File: src/sv/utf8v_pkg.sv
// Package for the UTF-8 name validator: request item type and register map.
// No dependencies; the top level and utf8v_step take names from here by scope.
`timescale 1ns / 1ps

package utf8v_pkg;

	localparam int APB_ADDR_W  = 3;
	localparam int APB_DATA_W  = 32;
	localparam int MAX_CP_BITS = 10;

	// Register map: word index of each register
	localparam logic [APB_ADDR_W-3:0] REG_MAX_CODE_POINTS = '0;

	localparam logic [MAX_CP_BITS-1:0] MAX_CP_RESET = 10'd64;

	typedef struct packed {
		logic [7:0] data_byte;
		logic       last;
		logic       empty_string;
	} item_t;

endpackage

File: src/sv/utf8v_in_if.sv
// Input channel of the UTF-8 name validator: one string byte per request.
// Depends on nothing.
`timescale 1ns / 1ps

interface utf8v_in_if;
	logic       valid;
	logic       ready;
	logic [7:0] data_byte;
	logic       last;
	logic       empty_string;

	modport source (output valid, data_byte, last, empty_string, input ready);
	modport sink (input valid, data_byte, last, empty_string, output ready);
endinterface

File: src/sv/utf8v_out_if.sv
// Result channel of the UTF-8 name validator: verdict and code point count.
// Depends on nothing; COUNT_BITS sets the count width.
`timescale 1ns / 1ps

interface utf8v_out_if #(
	parameter int COUNT_BITS = 11
);
	logic                  valid;
	logic                  ready;
	logic                  valid_res;
	logic [COUNT_BITS-1:0] code_points;

	modport source (output valid, valid_res, code_points, input ready);
	modport sink (input valid, valid_res, code_points, output ready);
endinterface

File: src/sv/utf8_name_validator.sv
// UTF-8 name validator top level: request register, step logic, result register
// and the APB register. Depends on utf8v_pkg, utf8v_in_if, utf8v_out_if, utf8v_step.
`timescale 1ns / 1ps

// Usage
// A string enters on in_ch one byte per request; last marks its final byte and
// empty_string closes a string of zero bytes (data_byte is then ignored). Each
// closing request yields one result on out_ch: valid_res is 1 when the string is
// well-formed UTF-8, free of C0/C1 controls and holds 1 to max_code_points code
// points; code_points is the count, saturating at max_code_points + 1.
// A closing request passes from the request register into the result register.
// Throughput: one byte per cycle, bar the stall below; the per-byte decoder
// state feeds back through a single register stage, which sets the rate.
// A stalled out_ch holds its result; the request register behind it keeps
// taking bytes that produce no result and only blocks on the next closing byte.
// Reset (arst_n low) clears all string state, empties both registers and sets
// max_code_points to 64. Write max_code_points at byte address 0 over APB while
// no string is in flight; reads return the register, pready is always high.

module utf8_name_validator #(
	parameter int COUNT_BITS = 11
) (
	input  logic                                clk,
	input  logic                                arst_n,
	input  logic                                psel,
	input  logic                                penable,
	input  logic                                pwrite,
	input  logic [utf8v_pkg::APB_ADDR_W-1:0]    paddr,
	input  logic [utf8v_pkg::APB_DATA_W-1:0]    pwdata,
	output logic [utf8v_pkg::APB_DATA_W-1:0]    prdata,
	output logic                                pready,
	utf8v_in_if.sink                            in_ch,
	utf8v_out_if.source                         out_ch
);

	logic [utf8v_pkg::MAX_CP_BITS-1:0] max_cp_q;
	logic                              reg_hit;

	logic                  valid_s1;
	utf8v_pkg::item_t      item_s1;
	logic                  in_accept;
	logic                  advance;
	logic                  out_free;

	logic                  has_res;
	logic                  res_ok;
	logic [COUNT_BITS-1:0] res_count;

	logic                  out_valid_q;
	logic                  out_ok_q;
	logic [COUNT_BITS-1:0] out_count_q;

	// Configuration register
	assign pready  = 1'b1;
	assign reg_hit = (paddr[utf8v_pkg::APB_ADDR_W-1:2] == utf8v_pkg::REG_MAX_CODE_POINTS);
	assign prdata  = reg_hit ?
		{{(utf8v_pkg::APB_DATA_W-utf8v_pkg::MAX_CP_BITS){1'b0}}, max_cp_q} : '0;

	always_ff @(posedge clk or negedge arst_n) begin
		if (!arst_n) begin
			max_cp_q <= utf8v_pkg::MAX_CP_RESET;
		end else if (psel && penable && pwrite && pready && reg_hit) begin
			max_cp_q <= pwdata[utf8v_pkg::MAX_CP_BITS-1:0];
		end
	end

	// Handshake: stall only when a result must wait for a full output register
	assign out_free    = !out_valid_q || out_ch.ready;
	assign advance     = valid_s1 && (!has_res || out_free);
	assign in_ch.ready = !valid_s1 || advance;
	assign in_accept   = in_ch.valid && in_ch.ready;

	always_ff @(posedge clk or negedge arst_n) begin
		if (!arst_n) begin
			valid_s1 <= 1'b0;
		end else if (in_accept) begin
			valid_s1 <= 1'b1;
		end else if (advance) begin
			valid_s1 <= 1'b0;
		end
	end

	always_ff @(posedge clk) begin
		if (in_accept) begin
			item_s1.data_byte    <= in_ch.data_byte;
			item_s1.last         <= in_ch.last;
			item_s1.empty_string <= in_ch.empty_string;
		end
	end

	utf8v_step #(
		.COUNT_BITS(COUNT_BITS)
	) u_step (
		.clk             (clk),
		.arst_n          (arst_n),
		.advance         (advance),
		.item            (item_s1),
		.max_code_points (max_cp_q),
		.has_res         (has_res),
		.res_ok          (res_ok),
		.res_count       (res_count)
	);

	// Result register
	always_ff @(posedge clk or negedge arst_n) begin
		if (!arst_n) begin
			out_valid_q <= 1'b0;
		end else if (advance && has_res) begin
			out_valid_q <= 1'b1;
		end else if (out_ch.ready) begin
			out_valid_q <= 1'b0;
		end
	end

	always_ff @(posedge clk) begin
		if (advance && has_res) begin
			out_ok_q    <= res_ok;
			out_count_q <= res_count;
		end
	end

	assign out_ch.valid       = out_valid_q;
	assign out_ch.valid_res   = out_ok_q;
	assign out_ch.code_points = out_count_q;

endmodule

File: src/sv/utf8v_step.sv
// Per-string decoder state and the combinational UTF-8 step logic.
// Depends on utf8v_pkg (item_t, MAX_CP_BITS).
`timescale 1ns / 1ps

module utf8v_step #(
	parameter int COUNT_BITS = 11
) (
	input  logic                                clk,
	input  logic                                arst_n,
	input  logic                                advance,
	input  utf8v_pkg::item_t                    item,
	input  logic [utf8v_pkg::MAX_CP_BITS-1:0]   max_code_points,
	output logic                                has_res,
	output logic                                res_ok,
	output logic [COUNT_BITS-1:0]               res_count
);

	localparam int CMP_W = ((COUNT_BITS > utf8v_pkg::MAX_CP_BITS) ?
		COUNT_BITS : utf8v_pkg::MAX_CP_BITS) + 1;

	localparam logic [7:0]  ASCII_MAX  = 8'h7f;
	localparam logic [7:0]  LEAD2_MIN  = 8'hc2;
	localparam logic [7:0]  LEAD2_MAX  = 8'hdf;
	localparam logic [7:0]  LEAD3_MIN  = 8'he0;
	localparam logic [7:0]  LEAD3_MAX  = 8'hef;
	localparam logic [7:0]  LEAD4_MIN  = 8'hf0;
	localparam logic [7:0]  LEAD4_MAX  = 8'hf4;
	localparam logic [20:0] CP_MAX     = 21'h10ffff;
	localparam logic [20:0] SURR_MIN   = 21'h00d800;
	localparam logic [20:0] SURR_MAX   = 21'h00dfff;
	localparam logic [20:0] MIN3       = 21'h000800;
	localparam logic [20:0] MIN4       = 21'h010000;
	localparam logic [20:0] C0_MAX     = 21'h00001f;
	localparam logic [20:0] C1_MIN     = 21'h00007f;
	localparam logic [20:0] C1_MAX     = 21'h00009f;

	logic [1:0]            bytes_left_q, bytes_left_d;
	logic [2:0]            seq_width_q, seq_width_d;
	logic [20:0]           partial_q, partial_d;
	logic [COUNT_BITS-1:0] count_q, count_d;
	logic                  failed_q, failed_d;

	logic                  fin;
	logic [20:0]           cp;
	logic                  bad_cp;
	logic [CMP_W-1:0]      max_ext;
	logic [CMP_W-1:0]      cnt_ext;
	logic [CMP_W-1:0]      cnt_new_ext;
	logic [COUNT_BITS-1:0] cnt_new;
	logic                  fail_end;
	logic [7:0]            b;

	assign b       = item.data_byte;
	assign max_ext = {{(CMP_W-utf8v_pkg::MAX_CP_BITS){1'b0}}, max_code_points};
	assign cnt_ext = {{(CMP_W-COUNT_BITS){1'b0}}, count_q};

	always_comb begin
		bytes_left_d = bytes_left_q;
		seq_width_d  = seq_width_q;
		partial_d    = partial_q;
		count_d      = count_q;
		failed_d     = failed_q;
		fin          = 1'b0;
		cp           = partial_q;
		bad_cp       = 1'b0;
		cnt_new      = count_q;
		cnt_new_ext  = cnt_ext;
		has_res      = 1'b0;
		res_ok       = 1'b0;
		res_count    = '0;
		fail_end     = 1'b0;

		if (!failed_q) begin
			if (bytes_left_q == 2'd0) begin
				priority if (b <= ASCII_MAX) begin
					cp          = {13'd0, b};
					partial_d   = cp;
					seq_width_d = 3'd1;
					fin         = 1'b1;
				end else if (b >= LEAD2_MIN && b <= LEAD2_MAX) begin
					partial_d    = {16'd0, b[4:0]};
					seq_width_d  = 3'd2;
					bytes_left_d = 2'd1;
				end else if (b >= LEAD3_MIN && b <= LEAD3_MAX) begin
					partial_d    = {17'd0, b[3:0]};
					seq_width_d  = 3'd3;
					bytes_left_d = 2'd2;
				end else if (b >= LEAD4_MIN && b <= LEAD4_MAX) begin
					partial_d    = {18'd0, b[2:0]};
					seq_width_d  = 3'd4;
					bytes_left_d = 2'd3;
				end else begin
					failed_d = 1'b1;
				end
			end else if (b[7:6] != 2'b10) begin
				failed_d = 1'b1;
			end else begin
				cp           = {partial_q[14:0], b[5:0]};
				partial_d    = cp;
				bytes_left_d = bytes_left_q - 2'd1;
				fin          = (bytes_left_q == 2'd1);
			end
		end

		// Range checks on a completed code point, then count it
		if (fin) begin
			bad_cp = (seq_width_d == 3'd3 && cp < MIN3) ||
				(seq_width_d == 3'd3 && cp >= SURR_MIN && cp <= SURR_MAX) ||
				(seq_width_d == 3'd4 && cp < MIN4) || (cp > CP_MAX) ||
				(cp <= C0_MAX) || (cp >= C1_MIN && cp <= C1_MAX);
			if (bad_cp) begin
				failed_d = 1'b1;
			end else begin
				if (count_q != '1 && cnt_ext <= max_ext) begin
					cnt_new = count_q + 1'b1;
				end
				cnt_new_ext = {{(CMP_W-COUNT_BITS){1'b0}}, cnt_new};
				count_d     = cnt_new;
				if (cnt_new_ext > max_ext) begin
					failed_d = 1'b1;
				end
			end
		end

		priority if (item.empty_string) begin
			has_res = 1'b1;
		end else if (item.last) begin
			has_res   = 1'b1;
			fail_end  = failed_d || (bytes_left_d != 2'd0);
			res_ok    = !fail_end && (count_d != '0);
			res_count = count_d;
		end else begin
			has_res = 1'b0;
		end

		// Close the string: drop all per-string state
		if (has_res) begin
			bytes_left_d = 2'd0;
			seq_width_d  = 3'd0;
			partial_d    = '0;
			count_d      = '0;
			failed_d     = 1'b0;
		end
	end

	always_ff @(posedge clk or negedge arst_n) begin
		if (!arst_n) begin
			bytes_left_q <= 2'd0;
			seq_width_q  <= 3'd0;
			partial_q    <= '0;
			count_q      <= '0;
			failed_q     <= 1'b0;
		end else if (advance) begin
			bytes_left_q <= bytes_left_d;
			seq_width_q  <= seq_width_d;
			partial_q    <= partial_d;
			count_q      <= count_d;
			failed_q     <= failed_d;
		end
	end

endmodule

File: src/flat_wrapper.sv
// flat-port wrapper written by rule: the top's interface ports become plain ports
module utf8_name_validator_flat 
#(
	parameter int COUNT_BITS = 11
)
  (clk, arst_n, psel, penable, pwrite, paddr, pwdata, prdata, pready, in_ch_valid, in_ch_data_byte, in_ch_last, in_ch_empty_string, in_ch_ready, out_ch_valid, out_ch_valid_res, out_ch_code_points, out_ch_ready);
  utf8v_in_if in_ch_i ();
  utf8v_out_if #(.COUNT_BITS(COUNT_BITS)) out_ch_i ();
  input  logic clk;
  input  logic arst_n;
  input  logic psel;
  input  logic penable;
  input  logic pwrite;
  input  logic [utf8v_pkg::APB_ADDR_W-1:0] paddr;
  input  logic [utf8v_pkg::APB_DATA_W-1:0] pwdata;
  output logic [utf8v_pkg::APB_DATA_W-1:0] prdata;
  output logic pready;
  input wire logic [$bits(in_ch_i.valid)-1:0] in_ch_valid;
  input wire logic [$bits(in_ch_i.data_byte)-1:0] in_ch_data_byte;
  input wire logic [$bits(in_ch_i.last)-1:0] in_ch_last;
  input wire logic [$bits(in_ch_i.empty_string)-1:0] in_ch_empty_string;
  output wire logic [$bits(in_ch_i.ready)-1:0] in_ch_ready;
  output wire logic [$bits(out_ch_i.valid)-1:0] out_ch_valid;
  output wire logic [$bits(out_ch_i.valid_res)-1:0] out_ch_valid_res;
  output wire logic [$bits(out_ch_i.code_points)-1:0] out_ch_code_points;
  input wire logic [$bits(out_ch_i.ready)-1:0] out_ch_ready;
  assign in_ch_i.valid = in_ch_valid;
  assign in_ch_i.data_byte = in_ch_data_byte;
  assign in_ch_i.last = in_ch_last;
  assign in_ch_i.empty_string = in_ch_empty_string;
  assign in_ch_ready = in_ch_i.ready;
  assign out_ch_valid = out_ch_i.valid;
  assign out_ch_valid_res = out_ch_i.valid_res;
  assign out_ch_code_points = out_ch_i.code_points;
  assign out_ch_i.ready = out_ch_ready;
  utf8_name_validator #(.COUNT_BITS(COUNT_BITS)) u_core (.clk(clk), .arst_n(arst_n), .psel(psel), .penable(penable), .pwrite(pwrite), .paddr(paddr), .pwdata(pwdata), .prdata(prdata), .pready(pready), .in_ch(in_ch_i), .out_ch(out_ch_i));
endmodule
File: config.mk
export PLATFORM = sky130hd
export DESIGN_NAME = utf8_name_validator_flat
export DESIGN_NICKNAME = d
export VERILOG_FILES = /design/src/sv/utf8v_pkg.sv /design/src/sv/utf8v_in_if.sv /design/src/sv/utf8v_out_if.sv /design/src/sv/utf8_name_validator.sv /design/src/sv/utf8v_step.sv /design/src/flat_wrapper.sv
export SDC_FILE = /design/constraint.sdc
export NUM_CORES = 1
export LEC_CHECK = 0
export ABC_AREA = 0
export BUFFER_PORTS_ARGS = -buffer_cell sky130_fd_sc_hd__buf_2
export CAP_MARGIN = 0
export CORE_UTILIZATION = 55
export DETAILED_ROUTE_END_ITERATION = 10
export PLACE_DENSITY = 0.81
export SYNTH_ARGS = -nofsm -noshare
export SYNTH_HDL_FRONTEND = slang
export SYNTH_SLANG_ARGS = --single-unit
File: constraint.sdc
create_clock -name clk -period 8.3 [get_ports clk]
set_input_delay 0.415 -clock clk [delete_from_list [all_inputs] [get_ports clk]]
set_output_delay 0.415 -clock clk [all_outputs]
set_load 0.02 [all_outputs]
==> results of run 1 <==
==> flip-flops by register name (all words and copies together) (netlist names), 2 cells and up <==
name / count
u_core.max_cp_q: 10
u_core.item_s1: 10
u_core.out_ch.code_points: 11
u_core.u_step.partial_q: 21
u_core.u_step.bytes_left_q: 2
u_core.u_step.count_q: 11
u_core.u_step.seq_width_q: 3
==> kinds of logic after synthesis <==
| kind of cell | Yosys count | share of synthesized area (%) |
|---|---|---|
| AOI/OAI and AO/OA | 139 | 21.14 |
| xor gates and xnor gates | 13 | 2.369 |
| adders and majority gates | 23 | 5.988 |
| buffers and inverters | 72 | 7.915 |
| DFF | 72 | 39.81 |
| muxes | 21 | 4.660 |
| other | 2 | 0.1563 |
| and+or+nand+nor | 164 | 17.96 |
==> per-layer routing <==
| layer | vias up | share of wire (%) |
|---|---|---|
| li1 | 1896 | - |
| met1 | 1911 | 46 |
| met2 | 189 | 45 |
| met3 | 20 | 6.6 |
| met4 | 0 | 1.9 |
| met5 | - | 0 |
==> metrics by stage <==
step	utilization, %	std cells	setup WS, ns	cell area [sq um]	hold slack [ns]
after floorplan	-	527	4.440	4885	0.1194
after global placement	59.72	634	3.791	4981	0.4729
after detailed placement	59.72	634	3.738	4981	0.4786
after CTS	61.58	650	3.707	5136	0.2391
after global routing	61.58	650	3.438	5136	0.2403
final	61.58	650	3.647	5136	0.2453
==> final timing paths <==
check | from | to | slack, ns
max | u_core.u_step.bytes_left_q[0] | u_core.out_ch.valid_res | 3.65
min | in_ch_data_byte[0] | u_core.item_s1[2] | 0.25
max reg2reg | u_core.u_step.bytes_left_q[0] | u_core.out_ch.valid_res | 3.65
min reg2reg | u_core.max_cp_q[5] | u_core.max_cp_q[5] | 0.51
max in group asynchronous | arst_n | u_core.max_cp_q[8] | 7.34
min in group asynchronous | arst_n | u_core.u_step.partial_q[4] | 0.27
==> report_power, final <==
part           total (mW)  switching (mW)  internal (mW)
registers           0.425          0.0292          0.396
clock network       0.232           0.126          0.106
logic               0.274           0.173          0.101
==> worst max-delay path, cell delays in order, from the launching register on <==
cell and delay [ns]:
dfrtp_1 0.44, inv_1 0.08, ha_1 0.89, nor2_1 0.37, o311a_1 0.21, a2111o_1 0.28, or4_1 0.49, a2111oi_2 0.41
a211oi_2 0.15, o21ai_4 0.38, mux2_2 0.38, o311a_1 0.31
==> cells in the final DEF (no fill, tap or decap), drive strengths merged, types with 15 or more instances in the layout <==
cell type  netlist  routed
conb             2      23
a21oi           31      31
ha              23      23
inv             22      22
buf             30      52
o21ai           19      19
nor2            37      37
a22o            29      29
edfxtp          22      22
nand2           30      30
dfrtp           49      49
nor3            15      15
nor2b           17      17
==> cell type report <==
class	count	area, sq um
clock inverters	5	23.77
flip-flops and latches	72	1913
clock buffers	11	131.4
fillers	727	3204
well taps	105	131.4
repair buffers	52	262.8
multi-input cells	383	2591
inverters	22	82.58
==> impl_metrics.yaml, run 1 <==
timing:
  finalMaxSlewViolations: 0
  fin_skew_ns: 0.009967
  hold_viol: 0
  rsz0062_at_grt: "false"
  tns_ns: 0
  max_freq_mhz: 214.9
  maxSlewHeadroom_pct: 25.97
  max_slew.worst_pin.slew_ns: 1.111
  finalSetupViolations: 0
  period_minus_slack_ns: 4.653
  min_period_over_period_pct: 56.07
synth:
  synth_area_leaders: "dfrtp_1 (26%), edfxtp_1 (14%), ha_1 (6.0%), a22o_1 (5.3%), buf_4 (3.6%)"
  netlist_instances: 506
  synth_top_area_share_pct: 25.51
  netlist_area_sq_mm: 0.004806
  yosysWarningCount: 0
  synth.most_common_cell: "dfrtp_1"
  synthArstFlopShare_pct: 69.44
  synth_common_cells: "dfrtp_1 (49), nor2_1 (37), a21oi_1 (30), nand2_1 (30), a22o_1 (29)"
  ys_types: 69
  syn_area_per_cell_sq_um: 9.498
  synth_edf_count: 22
  ys_seq_elements: 72
  yosysTopAreaCell: "dfrtp_1"
  ys_seq_area_share_pct: 39.81
  ys.flop_type: "dfrtp_1"
routing:
  wl_per_cell_um: 16.52
  drc: 0
  drtIter0Drc: 347
  first_pass_iters: 5
  vias: 4016
  wl_um: 10740
  detail-route-antenna-nets: 0
  avgViaCountPerCell: 6.178
place:
  gp_congestion: 0.9239
  io_buffers: 51
  dp_hpwl_um: 7863
final_layout:
  antenna_cells: 0
  fin_nets: 615
  area_growth_pct: 6.873
  layout-drive-gt1-share_pct: 16.15
worst_setup_path:
  reg2reg_depth: 11
  cp_max_fo: 34
  worstSetupPathType: "register to register"
  worstPathRequired_ns: 8.38
  cp.arrival_ns: 4.74
  critPathCaptureType: "register"
  cp-start-kind: "register"
floorplanning:
  initial_utilization_pct: 57.62
  dieWidth_um: 95.48
  die_h_um: 95.48
  core_sq_mm: 0.008341
  io_pins: 99
  design.die.area_sq_mm: 0.009115
  num_rows: 33
global_routing:
  grt_pass1_wl_um: 17280
  busiest_layer: "met2"
  grt_usage_pct: 24.39
  antenna_found_initial: 0
  grt_use_met2_pct: 36.85
  grt_use_met1_pct: 35.78
  gr-total-overflow: 0
  grt_max_degree: 51
  use_met3_pct: 2.791
  grt_pass1_vias: 3533
cts:
  ctsResizeCount: 0
  cts.sinks: 72
  cts_hold_buf: 0
  cts_max_path_buffers: 2
  cts_inserted_buffers: 9
  clk_latency_ns: 0.34
  cts_max_level: 3
  postCtsSetupRepairBufs: 0
  cts_tree: "built"
  root_buffer: "clkbuf_8"
  path_clk_slew_ns: 0.08
status:
  status: "finished, final reports clean"
pwr:
  pwr_density_cell_mw_per_mm2: 181.2
  leakage_nw: 2.360
  vdd_drop_max_v: 0.0001047
  report.power.total_mw: 0.9308
hold_path:
  hold_depth: 1
  hold_class: "primary input to register"
flow_run:
  cap_violations: 0
Power figures use the tool's default switching activity.
==> run 2, diff against run 1 <==
Settings changed: ABC_AREA 0 to 1, CORE_UTILIZATION 55 to 50, PLACE_DENSITY 0.81 to 0.78.
Clock period 8.3 ns to 3.8 ns, I/O delays scaled along.
==> run 2 against run 1 <==
Against the previous run: non-clock buffer count grew 19; power grew to 2.9 times the previous value; sequential power grew 120%; worst hold slack lost 0.24 ns; cell area grew 6.4%; synthesized cell count grew 31%; die area grew 11%; sequential share of layout area shrank 2.2 points; sequential cell count is the same; first-iteration DRC count grew 20%.
==> impl_metrics.yaml, run 2 <==
status:
  status: "finished, final reports clean"
timing:
  fin_skew_ns: 0.006013
  min_period_over_period_pct: 93.45
  max_slew.worst_pin.slew_ns: 0.7112
  period_minus_slack_ns: 3.551
  max_freq_mhz: 281.6
  hold_viol: 0
  maxSlewHeadroom_pct: 52.45
  tns_ns: 0
  finalMaxSlewViolations: 0
  finalSetupViolations: 0
routing:
  first_pass_iters: 5
  drtIter0Drc: 416
  wl_um: 11490
  drc: 0
  wl_per_cell_um: 13.46
  detail-route-antenna-nets: 0
  vias: 4659
  avgViaCountPerCell: 5.456
floorplanning:
  dieWidth_um: 100.6
  design.die.area_sq_mm: 0.01012
  core_sq_mm: 0.009328
  io_pins: 99
  num_rows: 35
  die_h_um: 100.6
  initial_utilization_pct: 52.13
synth:
  synth.most_common_cell: "nand2_1"
  synth_edf_count: 22
  yosysWarningCount: 0
  netlist_instances: 664
  syn_area_per_cell_sq_um: 7.323
  synth_area_leaders: "dfrtp_1 (25%), edfxtp_1 (14%), nand2_1 (12%), inv_1 (6.4%), ha_1 (5.9%)"
  yosysTopAreaCell: "dfrtp_1"
  netlist_area_sq_mm: 0.004862
  ys_seq_elements: 72
  ys_types: 35
  synth_common_cells: "nand2_1 (153), inv_1 (83), nor2_1 (68), nand3_1 (54), dfrtp_1 (49)"
  ys_seq_area_share_pct: 39.35
  synth_top_area_share_pct: 25.22
  ys.flop_type: "dfrtp_1"
  synthArstFlopShare_pct: 69.44
global_routing:
  grt_pass1_vias: 4180
  grt_pass1_wl_um: 19000
  gr-total-overflow: 0
  grt_max_degree: 51
  antenna_found_initial: 0
  grt_usage_pct: 23.87
worst_setup_path:
  cp_max_fo: 5
  cp_common_cell: "o21ai_0"
  critPathCaptureType: "register"
  worstPathRequired_ns: 4.02
  cp_slowest_cell: "dfrtp_1"
  max_stage_delay_ns: 0.44
  path_buf_inv: 1
  crit_family: "compound AO/OA/AOI/OAI gates"
  r2r-start: "u_core.u_step.count_q[1]"
  setup.worst_path.start: "u_core.u_step.count_q[1]"
  path_cells: "ha_1 > nand2_1 > o21ai_0 > nand2_1 > nand2_1 > nand2_1 > nand3_4 > nand2_2 > o21ai_0 > inv_1 > ha_1 > a21oi_1 > o21ai_0 > a21oi_1 > o21ai_0 > a21oi_1 > o21ai_0 > or2_1 > a21oi_2 > nand4_1 > nor2_2"
  cp-start-kind: "register"
  ff2ff_setup_slack_ns: 0.25
  cp.arrival_ns: 3.77
  worstSetupPathType: "register to register"
final_layout:
  layout_common_cells: "nand2_1 (150), inv_1 (82), nor2_1 (66), nand3_1 (53), buf_2 (51)"
  antenna_cells: 0
  final_common_cell: "nand2_1"
  final_cells: 854
  regMostFlops: "u_core.u_step.partial_q"
  largest_reg_flops: 21
  fin_nets: 795
  fill_cells: 831
  layout-drive-gt1-share_pct: 15.03
  area_growth_pct: 12.43
place:
  gp_congestion: 0.9397
  post-place-cells: 824
  io_buffers: 51
  dp_hpwl_um: 8156
hold_path:
  min-delay-start: "in_ch_data_byte[4]"
  hold_class: "primary input to register"
cts:
  cts_max_path_buffers: 2
  cts.sinks: 72
  cts_inserted_buffers: 9
  cts_max_level: 3
  cts_tree: "built"
  clk_latency_ns: 0.36
  root_buffer: "clkbuf_8"
  path_clk_slew_ns: 0.08
flow_run:
  cap_violations: 0
pwr:
  pwr_density_cell_mw_per_mm2: 495.7
  vdd_drop_max_v: 0.0003266
  leakage_nw: 2.754
run 2: cell types whose count changed after synthesis, moves of 16 or more:
| cell | change |
|---|---|
| nor2_1 | +31 |
| o22ai_1 | +16 |
| nand3_1 | +43 |
| nor2b_1 | -16 |
| inv_1 | +61 |
| a22o_1 | -29 |
| o21ai_0 | +27 |
| nand2_1 | +123 |
run 2: area by class of cell:
class                   instances  area, sq um  share of cell area [%]
flip-flops and latches         72         1916                   35.04
multi-input cells             478         2450                   44.82
inverters                      88        330.3                   6.043
clock inverters                 7        62.56                   1.144
well taps                     129        161.4                   2.953
repair buffers                 71        422.9                   7.736
clock buffers                   9        123.9                   2.266
run 2: cells by family after synthesis:
logic type / share of synthesized area [%]
fa+ha+maj: 5.919
compound gates: 13.12
buf+inv: 13.30
flops: 39.35
other cells: 0.1545
xor+xnor: 1.081
simple gates: 27.07
run 2: repair_timing:
| item | in CTS | in global routing |
|---|---|---|
| endpoints found under the setup margin | 1 | 2 |
| cloned | 0 | 2 |
| setup buffers | 0 | 5 |
| hold endpoints to repair | 54 | 1 |
| resized for setup | 1 | 16 |
| hold buffers | 6 | 1 |
| pin swaps | 0 | 5 |
run 2: path summary, 6_finish.rpt:
path | end | cells past startpoint
hold reg to reg | u_core.out_ch.valid | 2
setup / recovery | u_core.out_ch.valid_res | 21
hold / removal | u_core.item_s1[6] | 1
max in group asynchronous | u_core.u_step.count_q[7] | 3
min in group asynchronous | u_core.u_step.count_q[6] | 3
setup reg to reg | u_core.out_ch.valid_res | 21
run 2: power by group:
group          switching (mW)  internal [mW]
registers              0.0571          0.884
logic                   0.805          0.374
clock network           0.293          0.296
total                    1.16           1.55
run 2: routing by layer:
layer  vias up  GRT usage (%)  wire (um)
li1       2265              -          -
met1      2153          31.74       5080
met2       218          37.83       5225
met3        23          4.785        937
met4         0          10.48        248
met5         -              0          0
run 2: through the flow:
step           setup slack (ns)  area [sq um]  hold slack (ns)  util (%)  power [mW]
2_1_floorplan            0.6382          4941          -0.1056         -       1.838
3_3_place_gp             0.1944          5101           0.3408     54.69       2.018
3_5_place_dp            0.01883          5101           0.3467     54.69       2.046
4_1_cts                  0.1811          5350         0.001204     57.36       2.645
5_1_grt                -0.02029          5466         0.004684     58.61       2.903
6_report                 0.2489          5466         0.002754     58.61       2.710
run 2: worst reg2reg max path, delay by kind of cell, from the launching register on:
kind,cells,cell delay [ns]
AOI/OAI and AO/OA,9,1.20
and+or+nand+nor,9,1.07
adders and majority gates,2,0.60
DFF,1,0.44
buffers and inverters,1,0.09
==> run 3, diff against run 2 <==
Settings changed: ABC_AREA 1 to unset.
==> run 3 against run 2 <==
Against the previous run: worst hold slack gained 0.013 ns; combinational power shrank 35%; final cell count shrank 15%; largest power group is now registers; clock-buffer cell count is the same; die area shrank 1.1%; largest cell class unchanged; sequential share of layout area shrank 2.5 points.
==> impl_metrics.yaml, run 3 (synthesis results as in run 1) <==
worst_setup_path:
  worstPathRequired_ns: 4.02
  critPathCaptureType: "register"
  cp-start-kind: "register"
  cp.arrival_ns: 3.91
  worstSetupPathType: "register to register"
  cp_max_fo: 3
routing:
  wl_per_cell_um: 17.24
  detail-route-antenna-nets: 0
  vias: 4304
  wl_um: 12580
  avgViaCountPerCell: 5.896
  first_pass_iters: 5
  drtIter0Drc: 326
  drc: 0
final_layout:
  fill_cells: 781
  area_growth_pct: 22.23
  layout-drive-gt1-share_pct: 28.29
  fin_area_sq_mm: 0.005874
  final_common_cell: "buf_4"
  largest_reg_flops: 21
  regMostFlops: "u_core.u_step.partial_q"
  final_cells: 730
  fin_nets: 671
  layout_common_cells: "buf_4 (55), buf_2 (51), dfrtp_1 (49), nor2_1 (36)"
  antenna_cells: 0
cts:
  cts_tree: "built"
  cts_max_level: 3
  cts.sinks: 72
  root_buffer: "clkbuf_8"
  cts_max_path_buffers: 2
  cts_inserted_buffers: 9
  path_clk_slew_ns: 0.08
  clk_latency_ns: 0.35
global_routing:
  antenna_found_initial: 0
  gr-total-overflow: 0
  grt_pass1_vias: 4029
  grt_usage_pct: 25.71
  grt_pass1_wl_um: 20230
  grt_max_degree: 51
place:
  post-place-cells: 711
  gp_congestion: 0.9578
  io_buffers: 51
  dp_hpwl_um: 8862
  placedInstanceArea_sq_mm: 0.005409
timing:
  tns_ns: 0
  max_freq_mhz: 270.8
  period_minus_slack_ns: 3.692
  maxSlewHeadroom_pct: 42.31
  max_slew.worst_pin.slew_ns: 0.8635
  finalMaxSlewViolations: 0
  hold_viol: 0
  finalSetupViolations: 0
  fin_skew_ns: 0.008073
  min_period_over_period_pct: 97.17
status:
  status: "finished, final reports clean"
floorplanning:
  initial_utilization_pct: 51.77
  dieWidth_um: 100.0
  core_sq_mm: 0.009284
  num_rows: 35
  design.die.area_sq_mm: 0.01001
  io_pins: 99
  die_h_um: 100.0
pwr:
  leakage_nw: 2.672
  intPower_mw: 1.616
  p_comb_share_pct: 31.8
  clockPowerShare_pct: 30.0
  pwr_density_cell_mw_per_mm2: 410.3
  switching_share_pct: 32.94
  seq_power_share_pct: 38.2
  p_switching_mw: 0.7941
  vdd_drop_max_v: 0.0003216
flow_run:
  cap_violations: 0
hold_path:
  hold_class: "primary input to register"
## run 3: cell count changes in the layout (fill, tap and decap cells not counted), sizes merged, moves of 33 or more
cell   change
buf       +43
inv       -65
nand2    -128
nand3     -45
nor2      -35
o21ai     -33
## run 3: per-layer routing
metal / track usage [%] / vias up / wire, um
li1: - / 2014 / -
met1: 37.18 / 2033 / 5581
met2: 38.36 / 210 / 5628
met3: 5.223 / 47 / 944
met4: 9.142 / 0 / 427
met5: 0 / - / 0
## run 3: path summary, 6_finish.rpt
path / from / to / slack, ns / cells after the start
min in group asynchronous: arst_n / u_core.u_step.count_q[3] / 0.47 / 3
max: u_core.max_cp_q[6] / u_core.out_ch.valid_res / 0.11 / 16
max in group asynchronous: arst_n / u_core.u_step.partial_q[3] / 2.86 / 3
min: in_ch_data_byte[4] / u_core.item_s1[6] / 0.02 / 1
min reg2reg: u_core.u_step.seq_width_q[0] / u_core.u_step.seq_width_q[0] / 0.50 / 2
max reg2reg: u_core.max_cp_q[6] / u_core.out_ch.valid_res / 0.11 / 16
## run 3: power groups by stage
stage	clock (mW)	sequential [mW]	combinational, mW
6_report	0.724	0.921	0.765
5_1_grt	0.765	0.930	0.833
4_1_cts	0.731	0.919	0.725
3_5_place_dp	0	0.934	0.701
3_3_place_gp	0	0.930	0.679
2_1_floorplan	0	0.926	0.472
## run 3: area by class of cell
type | instances | area, sq um | area share [%]
Inverter | 22 | 82.58 | 1.406
Clock buffer | 9 | 123.9 | 2.109
Multi-Input combinational cell | 383 | 2794 | 47.56
Clock inverter | 7 | 110.1 | 1.874
Sequential cell | 72 | 1913 | 32.57
Timing Repair Buffer | 108 | 689.4 | 11.74
Tap cell | 129 | 161.4 | 2.748
## run 3: per-stage QoR
| stage | hold WS (ns) | power (mW) | util, % | setup slack, ns |
|---|---|---|---|---|
| detailed placement | 0.3481 | 1.635 | 58.26 | -0.1839 |
| finish | 0.01564 | 2.411 | 63.27 | 0.1075 |
| CTS | 0.007532 | 2.375 | 61.71 | 0.01105 |
| global placement | 0.3344 | 1.609 | 58.26 | -0.06216 |
| global route | 0.009756 | 2.528 | 63.27 | -0.01576 |
| floorplan | -0.1056 | 1.398 | - | 0.01714 |
## run 3: timing repair
item | 4_1_cts | 5_1_grt
hold endpoints to repair | 49 | 0
hold buffers | 1 | 0
setup endpoints to repair | 2 | 14
setup buffers | 1 | 1
gates resized for setup | 13 | 21
pin swaps | 4 | 15
## run 3: worst max-delay path, stage by stage, from the launching register on
cell and delay (ns):
dfstp_2 0.53, inv_1 0.07, ha_4 0.22, a21o_1 0.16
a211o_1 0.30, buf_4 0.16, o32a_1 0.35, xnor2_1 0.16
ha_1 0.32, o21a_1 0.12, o21a_1 0.17, o21a_1 0.16
o21a_1 0.18, o21ai_2 0.14, a21oi_2 0.08, a211oi_2 0.23
o311a_1 0.21
